--- src/hdl/tdp_pkg.sv ---
package tdp_pkg;

	// field widths
	localparam int VAL_W  = 16;
	localparam int PROD_W = 2 * VAL_W;

	// default table depth for the top level
	localparam int TABLE_DEPTH_DEF = 64;

	// bound after reset
	localparam logic [VAL_W-1:0] BOUND_RESET = VAL_W'(100);

	// smallest number that can be prime
	localparam logic [VAL_W-1:0] MIN_PRIME = VAL_W'(2);

	typedef struct packed {
		logic [VAL_W-1:0] candidate;
		logic             restart;
	} in_item_t;

	typedef struct packed {
		logic [VAL_W-1:0] value;
		logic             is_prime;
		logic             out_of_range;
	} out_item_t;

	typedef enum logic [2:0] {
		ST_IDLE,
		ST_READ,
		ST_FETCH,
		ST_CHECK,
		ST_DIV,
		ST_SQUARE,
		ST_APPEND,
		ST_FINISH
	} state_t;

endpackage

--- src/hdl/tdp_table.sv ---
module tdp_table #(
	parameter int DEPTH = tdp_pkg::TABLE_DEPTH_DEF,
	localparam int AW = (DEPTH > 1) ? $clog2(DEPTH) : 1
) (
	input  logic                    clk,
	input  logic                    wr_en,
	input  logic [AW-1:0]           wr_addr,
	input  logic [tdp_pkg::VAL_W-1:0] wr_data,
	input  logic                    rd_en,
	input  logic [AW-1:0]           rd_addr,
	output logic [tdp_pkg::VAL_W-1:0] rd_data
);

	logic [tdp_pkg::VAL_W-1:0] mem [DEPTH];
	logic [tdp_pkg::VAL_W-1:0] rd_data_q;

	// write port
	always_ff @(posedge clk) begin
		if (wr_en) begin
			mem[wr_addr] <= wr_data;
		end
	end

	// registered read port
	always_ff @(posedge clk) begin
		if (rd_en) begin
			rd_data_q <= mem[rd_addr];
		end
	end

	assign rd_data = rd_data_q;

endmodule

--- src/hdl/tdp_divider.sv ---
module tdp_divider (
	input  logic                      clk,
	input  logic                      arst_n,
	input  logic                      start,
	input  logic [tdp_pkg::VAL_W-1:0] dividend,
	input  logic [tdp_pkg::VAL_W-1:0] divisor,
	output logic                      done,
	output logic [tdp_pkg::VAL_W-1:0] remainder
);

	localparam int W  = tdp_pkg::VAL_W;
	localparam int CW = $clog2(W + 1);

	logic [W-1:0]  dvd_q;
	logic [W-1:0]  dvs_q;
	logic [W-1:0]  rem_q;
	logic [CW-1:0] cnt_q;
	logic          busy_q;
	logic          done_q;

	logic [W:0] trial;
	logic [W:0] diff;

	// one restoring step per cycle, dividend bits enter msb first
	assign trial = {rem_q, dvd_q[W-1]};
	assign diff  = trial - {1'b0, dvs_q};

	// control
	always_ff @(posedge clk or negedge arst_n) begin
		if (!arst_n) begin
			busy_q <= 1'b0;
			done_q <= 1'b0;
			cnt_q  <= '0;
		end else begin
			// done pulses once after the last step
			done_q <= !start && busy_q && (cnt_q == CW'(1));
			if (start) begin
				busy_q <= 1'b1;
				cnt_q  <= CW'(W);
			end else if (busy_q) begin
				cnt_q <= cnt_q - CW'(1);
				if (cnt_q == CW'(1)) begin
					busy_q <= 1'b0;
				end
			end
		end
	end

	// datapath
	always_ff @(posedge clk) begin
		if (start) begin
			dvd_q <= dividend;
			dvs_q <= divisor;
			rem_q <= '0;
		end else if (busy_q) begin
			dvd_q <= {dvd_q[W-2:0], 1'b0};
			if (trial >= {1'b0, dvs_q}) begin
				rem_q <= diff[W-1:0];
			end else begin
				rem_q <= trial[W-1:0];
			end
		end
	end

	assign done      = done_q;
	assign remainder = rem_q;

endmodule

--- src/hdl/trial_division_prime_tester_top.sv ---
// channel  | direction | handshake          | payload
// in       | to block  | in_valid/in_stall  | in_data (candidate, restart)
// out      | from block| out_valid/out_stall| out_data (value, is_prime, out_of_range)
// cfg      | to block  | cfg_wr_en          | cfg_wr_data (upper_bound)
//
// one candidate at a time; each stored prime is tried by the bit-serial remainder unit
// in read, fetch, check, div; table end or a prime whose square reaches the bound goes
// via square and append to finish; a divisor, out of range or below two go to finish.
// arst_n clears the prime count, the state and the output valid; table contents
// are not cleared, entries beyond the count are never read.
// a new candidate can transfer while the previous result waits under out_stall.
module trial_division_prime_tester_top #(
	parameter int TABLE_DEPTH = tdp_pkg::TABLE_DEPTH_DEF
) (
	input  logic                      clk,
	input  logic                      arst_n,
	input  logic                      in_valid,
	output logic                      in_stall,
	input  tdp_pkg::in_item_t         in_data,
	output logic                      out_valid,
	input  logic                      out_stall,
	output tdp_pkg::out_item_t        out_data,
	input  logic                      cfg_wr_en,
	input  logic [tdp_pkg::VAL_W-1:0] cfg_wr_data
);

	localparam int W  = tdp_pkg::VAL_W;
	localparam int PW = tdp_pkg::PROD_W;
	localparam int AW = (TABLE_DEPTH > 1) ? $clog2(TABLE_DEPTH) : 1;
	localparam int CW = $clog2(TABLE_DEPTH + 1);

	tdp_pkg::state_t state_q, state_d;

	logic [W-1:0]  bound_q;
	logic [W-1:0]  cand_q;
	logic          prime_q;
	logic          oor_q;
	logic [CW-1:0] idx_q;
	logic [CW-1:0] count_q;
	logic [W-1:0]  p_q;
	logic [PW-1:0] sq_q;
	logic          out_valid_q;
	tdp_pkg::out_item_t out_q;

	logic          in_xfer;
	logic          out_free;
	logic          in_oor;
	logic          sq_below;
	logic          rd_en;
	logic          wr_en;
	logic          div_start;
	logic          div_done;
	logic [W-1:0]  div_rem;
	logic [W-1:0]  rd_data;
	logic [W-1:0]  mul_a;

	assign in_stall = (state_q != tdp_pkg::ST_IDLE);
	assign in_xfer  = in_valid && !in_stall;
	assign out_free = !out_valid_q || !out_stall;
	assign in_oor   = (in_data.candidate >= bound_q);
	assign sq_below = (sq_q < PW'(bound_q));

	// squaring multiplier, stored prime while walking, candidate before append
	assign mul_a = (state_q == tdp_pkg::ST_FETCH) ? rd_data : cand_q;

	// prime table memory
	tdp_table #(
		.DEPTH(TABLE_DEPTH)
	) u_table (
		.clk     (clk),
		.wr_en   (wr_en),
		.wr_addr (count_q[AW-1:0]),
		.wr_data (cand_q),
		.rd_en   (rd_en),
		.rd_addr (idx_q[AW-1:0]),
		.rd_data (rd_data)
	);

	// remainder unit
	tdp_divider u_div (
		.clk       (clk),
		.arst_n    (arst_n),
		.start     (div_start),
		.dividend  (cand_q),
		.divisor   (p_q),
		.done      (div_done),
		.remainder (div_rem)
	);

	// state register
	always_ff @(posedge clk or negedge arst_n) begin
		if (!arst_n) begin
			state_q <= tdp_pkg::ST_IDLE;
		end else begin
			state_q <= state_d;
		end
	end

	// next state and strobes
	always_comb begin
		state_d   = state_q;
		rd_en     = 1'b0;
		wr_en     = 1'b0;
		div_start = 1'b0;
		unique case (state_q)
			tdp_pkg::ST_IDLE: begin
				if (in_xfer) begin
					if (in_oor || in_data.candidate < tdp_pkg::MIN_PRIME) begin
						state_d = tdp_pkg::ST_FINISH;
					end else begin
						state_d = tdp_pkg::ST_READ;
					end
				end
			end
			tdp_pkg::ST_READ: begin
				if (idx_q >= count_q) begin
					state_d = tdp_pkg::ST_SQUARE;
				end else begin
					rd_en   = 1'b1;
					state_d = tdp_pkg::ST_FETCH;
				end
			end
			tdp_pkg::ST_FETCH: begin
				state_d = tdp_pkg::ST_CHECK;
			end
			tdp_pkg::ST_CHECK: begin
				if (!sq_below) begin
					state_d = tdp_pkg::ST_SQUARE;
				end else if (p_q == '0) begin
					state_d = tdp_pkg::ST_READ;
				end else begin
					div_start = 1'b1;
					state_d   = tdp_pkg::ST_DIV;
				end
			end
			tdp_pkg::ST_DIV: begin
				if (div_done) begin
					if (div_rem == '0) begin
						state_d = tdp_pkg::ST_FINISH;
					end else begin
						state_d = tdp_pkg::ST_READ;
					end
				end
			end
			tdp_pkg::ST_SQUARE: begin
				state_d = tdp_pkg::ST_APPEND;
			end
			tdp_pkg::ST_APPEND: begin
				wr_en   = prime_q && (count_q < CW'(TABLE_DEPTH)) && sq_below;
				state_d = tdp_pkg::ST_FINISH;
			end
			tdp_pkg::ST_FINISH: begin
				if (out_free) begin
					state_d = tdp_pkg::ST_IDLE;
				end
			end
			default: begin
				state_d = tdp_pkg::ST_IDLE;
			end
		endcase
	end

	// control registers: bound, count, walk index, output valid
	always_ff @(posedge clk or negedge arst_n) begin
		if (!arst_n) begin
			bound_q     <= tdp_pkg::BOUND_RESET;
			count_q     <= '0;
			idx_q       <= '0;
			out_valid_q <= 1'b0;
		end else begin
			if (cfg_wr_en) begin
				bound_q <= cfg_wr_data;
			end
			if (in_xfer) begin
				idx_q <= '0;
				if (in_data.restart) begin
					count_q <= '0;
				end
			end
			if (wr_en) begin
				count_q <= count_q + CW'(1);
			end
			// next prime after a skipped zero entry or a nonzero remainder
			if ((state_q == tdp_pkg::ST_CHECK && sq_below && p_q == '0) ||
				(state_q == tdp_pkg::ST_DIV && div_done && div_rem != '0)) begin
				idx_q <= idx_q + CW'(1);
			end
			// result valid: set on finish, cleared once taken
			if (state_q == tdp_pkg::ST_FINISH && out_free) begin
				out_valid_q <= 1'b1;
			end else if (!out_stall) begin
				out_valid_q <= 1'b0;
			end
		end
	end

	// payload registers
	always_ff @(posedge clk) begin
		if (in_xfer) begin
			cand_q  <= in_data.candidate;
			oor_q   <= in_oor;
			prime_q <= !in_oor && (in_data.candidate >= tdp_pkg::MIN_PRIME);
		end
		if (state_q == tdp_pkg::ST_DIV && div_done && div_rem == '0) begin
			prime_q <= 1'b0;
		end
		if (state_q == tdp_pkg::ST_FETCH) begin
			p_q <= rd_data;
		end
		if (state_q == tdp_pkg::ST_FETCH || state_q == tdp_pkg::ST_SQUARE) begin
			sq_q <= PW'(mul_a) * PW'(mul_a);
		end
		if (state_q == tdp_pkg::ST_FINISH && out_free) begin
			out_q.value        <= cand_q;
			out_q.is_prime     <= prime_q;
			out_q.out_of_range <= oor_q;
		end
	end

	assign out_valid = out_valid_q;
	assign out_data  = out_q;

endmodule

--- config.mk ---
export PLATFORM = sky130hd
export DESIGN_NAME = trial_division_prime_tester_top
export DESIGN_NICKNAME = d
export VERILOG_FILES = /design/src/hdl/tdp_pkg.sv /design/src/hdl/tdp_table.sv /design/src/hdl/tdp_divider.sv /design/src/hdl/trial_division_prime_tester_top.sv
export SDC_FILE = /design/constraint.sdc
export NUM_CORES = 2
export LEC_CHECK = 0
export ABC_AREA = 0
export BUFFER_PORTS_ARGS = -buffer_cell sky130_fd_sc_hd__buf_2
export CAP_MARGIN = 5
export CORE_MARGIN = 2
export CORE_UTILIZATION = 45
export DETAILED_ROUTE_END_ITERATION = 10
export PLACE_DENSITY = 0.6
export SETUP_SLACK_MARGIN = 0.1
export SLEW_MARGIN = 5
export SYNTH_ARGS = -nofsm -noshare
export SYNTH_HDL_FRONTEND = slang
export SYNTH_SLANG_ARGS = --single-unit
--- constraint.sdc ---
create_clock -name clk -period 10.55 [get_ports clk]
set_input_delay 0.5275 -clock clk [delete_from_list [all_inputs] [get_ports clk]]
set_output_delay 0.5275 -clock clk [all_outputs]
set_load 0.005 [all_outputs]
==> summary.md <==
| Metric | Value |
|---|---|
| Largest buffer count on any clock path | `3` |
| Slowest CP cell | `nor3b_4` |
| DRT Wirelength | `134 mm` |
| Worst-Margin Slew | `1.17 ns` |
| Cells on Worst Hold Path | `3` |
| Initial antenna violation count | `1` |
| GRT Total Usage | `21.5%` |
| Share of the synthesized area in the top cell type | `between 60% and 70%` |
| Port Buffers | `57` |
| Syn Area/Cell | `17.7 sq um` |
| Die area | `125000 sq um` |
| Part of the cycle the worst path needs | `between 80% and 90%` |
| Worst Reg-to-Reg Cells | `23` |
| Synth area leaders | `edfxtp_1 63%, mux4_2 14%, fa_1 6.0%` |
| Worst EP required | `approximately 11 ns` |
| DR vias | `28900` |
| LEAKAGE | `0.0217 uW` |
| Crit end category | `flop` |
| HPWL after DPL | `about 84 mm` |
| Global placement routability congestion | `0.884` |
| EDFF count, synth | `1154` |
| Worst-skew pair later-pin latency | `between 0.7 and 0.8 ns` |
| Cell Rows | `128` |
| Most frequent cells in the layout | `1154 x edfxtp_1, 331 x mux4_2, 301 x inv_1` |
| Pwr Total | `approximately 9600 uW` |
| Combinational share of power | `0.6%` |
| Vias in the first global route | `30500` |
| Critical R2R Capture | `sq_q[30]` |
| Power Dens Cells | `155 nW/um^2` |
| Slew headroom | `21.4%` |
| Largest net degree at the start of global routing | `a little under 100` |
| Hold WC Path Type | `in -> reg` |
| Worst-path clk slew | `0.07 ns` |
| Sw Ratio | `19.6%` |
| Slew Limit Fails | `0` |
| Synth Cell Area | `55100 sq um` |
| Ys Warns | `0` |
| Unique masters post-synth | `77` |
| Setup bufs post-CTS | `0` |
| Max incr delay on CP | `0.90 ns` |
| Register area share after synthesis | `65.3%` |
| Layout area overhead | `12.2%` |
| RSZ-0062 raised after global routing | `no` |
| Final Skew | `0.0424 ns` |
| Number of gates resized after cts | `0` |
| Iter 0 DRT Violations | `3039` |
| CTS Root Cell | `clkbuf_16` |
| Critical Path Start Type | `flop` |
| TritonCTS clock tree | `built` |
| ANT nets after route | `0` |
| DR vias/cell | `5.76` |
| Die Wd | `354 um` |
| Post-synth top area cell | `edfxtp_1` |
| Cells after DPL | `between 4000 and 5000` |
| DR pass1 iterations | `5` |
| Final std cells w/o fill | `5025` |
| CTS Sinks | `1212` |
| Layout cells sized above 1 | `20.5%` |
| Worst path cell trace | `nor3b_4 > mux2i_1 > clkinv_1 > nand2_1 > inv_1 > fa_1 > inv_1 > fa_1 > inv_1 > fa_1 > fa_1 > fa_1 > inv_1 > fa_1 > inv_1 > ha_1 > a21oi_1 > a21oi_1 > or3_1 > a211o_1 > o21ai_2 > mux2i_1 > a2111oi_1` |
| Setup TNS | `0 ns` |
| Number of synthesized register bits | `1212` |
| Most used cell, CP | `fa_1` |
| WL/cell | `26.6 um` |
| Num CTS Buffers | `120` |
| Reg-to-reg slack, setup | `1.94 ns` |
| Die H | `354 um` |
| Cell-internal power | `7710 uW` |
| Mapped Cells | `3122` |
| FILL cells | `9865` |
| Maxcap violations | `0` |
| Outcome | `finished clean` |
| Crit path max fanout | `18` |
| CTS HTree Levels | `3` |
| Hold Fails Final Rpt | `0` |
| WS Path Type | `reg -> reg` |
| # setup viols final | `0` |
| Leading cell type in the layout, fill and taps excluded | `edfxtp_1` |
| Minimum clock period | `8.61 ns` |
| DRC viols | `0` |
| Nets | `3651` |
| Global route total overflow | `0` |
| Min-Delay Startpoint | `cfg_wr_data[3]` |
| Post-synth ARST share | `3.38%` |
| Origin of the critical flop-to-flop path | `state_q[1]` |
| Core ar. | `122000 sq um` |
| NetSw | `1880 uW` |
| FMAX | `0.116 GHz` |
| Dominant synthesized flop cell | `edfxtp_1` |
| Min-Delay Endpoint | `bound_q[3]` |
| Clock share of power | `45.2%` |
| Reg power frac | `54.2%` |
| Worst IR Drop VDD | `between 100 and 150 uV` |
| Global-route wire length before repair | `200 mm` |
| Initial Utilization | `45.3%` |
| Crit path DAT | `9.11 ns` |
| I/O pin total | `58` |
| Synth Net Count | `between 3000 and 4000` |
==> sequential cells by signal (all words and copies together) (netlist names) <==
register and count:
out_data 18, p_q 16, cand_q 16, u_div.dvs_q 16, count_q 7, idx_q 7
state_q 3, oor_q 1, bound_q 16, u_table.rd_data 16, out_valid 1, u_div.busy_q 1
sq_q 31, u_div.done 1, u_div.cnt_q 5, u_table.mem 1024, u_div.dvd_q 16, prime_q 1
u_div.remainder 16
==> layout make-up <==
cell class                 count  area (sq um)  share of cell area [%]
timing repair buffer         174          1210                    1.95
multi-input combinational   1480         17400                    28.1
antenna                        1          2.50                 0.00405
clock inverter                75           881                    1.42
sequential                  1212         36000                    58.3
tap                         1625          2030                    3.29
inverter                     309          1160                    1.88
clock buffer                 149          3140                    5.08
==> power groups by stage <==
stage                     clock network (uW)  logic (uW)  registers, uW
after floorplan                            0        29.7           5300
after global placement                     0        53.9           5300
after detailed placement                   0        57.1           5300
after CTS                               4430        61.3           5200
after global routing                    4610        68.2           5190
final                                   4340        60.9           5200
==> cell families (layout without fill, tap and decap cells) <==
logic type,after synthesis,in the layout,synth area share [%]
flops,1212,1212,65.3
simple gates,518,518,4.21
buf+inv,430,707,3.15
mux,371,371,14.4
fa+ha+maj,316,316,9.42
compound gates,233,233,2.80
xor+xnor,42,42,0.667
other cells,0,1,0
==> worst max path at each step <==
| stage | from | endpoint | slack (ns) | cells after the start |
|---|---|---|---|---|
| after floorplan | state_q[2] | sq_q[30] | 3.07 | 25 |
| after global placement | state_q[1] | sq_q[30] | 2.29 | 23 |
| after detailed placement | state_q[1] | sq_q[30] | 2.07 | 23 |
| after CTS | state_q[1] | sq_q[30] | 2.01 | 23 |
| after global routing | state_q[1] | sq_q[30] | 1.46 | 23 |
| final | state_q[1] | sq_q[30] | 1.94 | 23 |
==> what timing repair did <==
item	4_1_cts	5_1_grt
setup endpoints to repair	0	0
hold buffers	13	0
hold endpoints to repair	18	0
==> layer usage <==
layer | part of all wire (%) | vias up | global-route usage, %
li1 | - | 12400 | -
met1 | 43 | 15400 | 30.5
met2 | 48 | 1004 | 35.2
met3 | 6.1 | 190 | 3.10
met4 | 2.4 | 0 | 5.77
met5 | 0 | - | 0
==> per-stage QoR <==
stage	util, %	setup slack [ns]	hold WS (ns)	area, sq um
finish	50.8	1.94	0.0510	61800
global route	50.8	1.46	0.0244	61800
CTS	50.8	2.01	0.00303	61800
detailed placement	47.4	2.07	0.430	57700
global placement	47.4	2.29	0.407	57700
floorplan	-	3.07	0.232	55100
==> synthesized netlist by cell type, drive strengths merged, types with 24 or more instances <==
library cell / n
edfxtp: 1154
mux4: 336
inv: 301
nand2: 190
nor2: 172
fa: 165
ha: 151
clkbuf: 72
o21ai: 58
a21oi: 56
buf: 48
dfrtp: 38
nand3: 30
xnor2: 30
nor3: 24
==> critical path, delay by kind of cell, from the launching register on <==
kind / cells / cell delay [ns]
muxes: 2 / 0.81
DFF: 1 / 0.56
adders and majority gates: 7 / 3.34
and+or+nand+nor: 3 / 1.55
buffers and inverters: 6 / 0.79
AOI/OAI and AO/OA: 5 / 1.31
No activity file was read; power rests on OpenSTA's default activity.
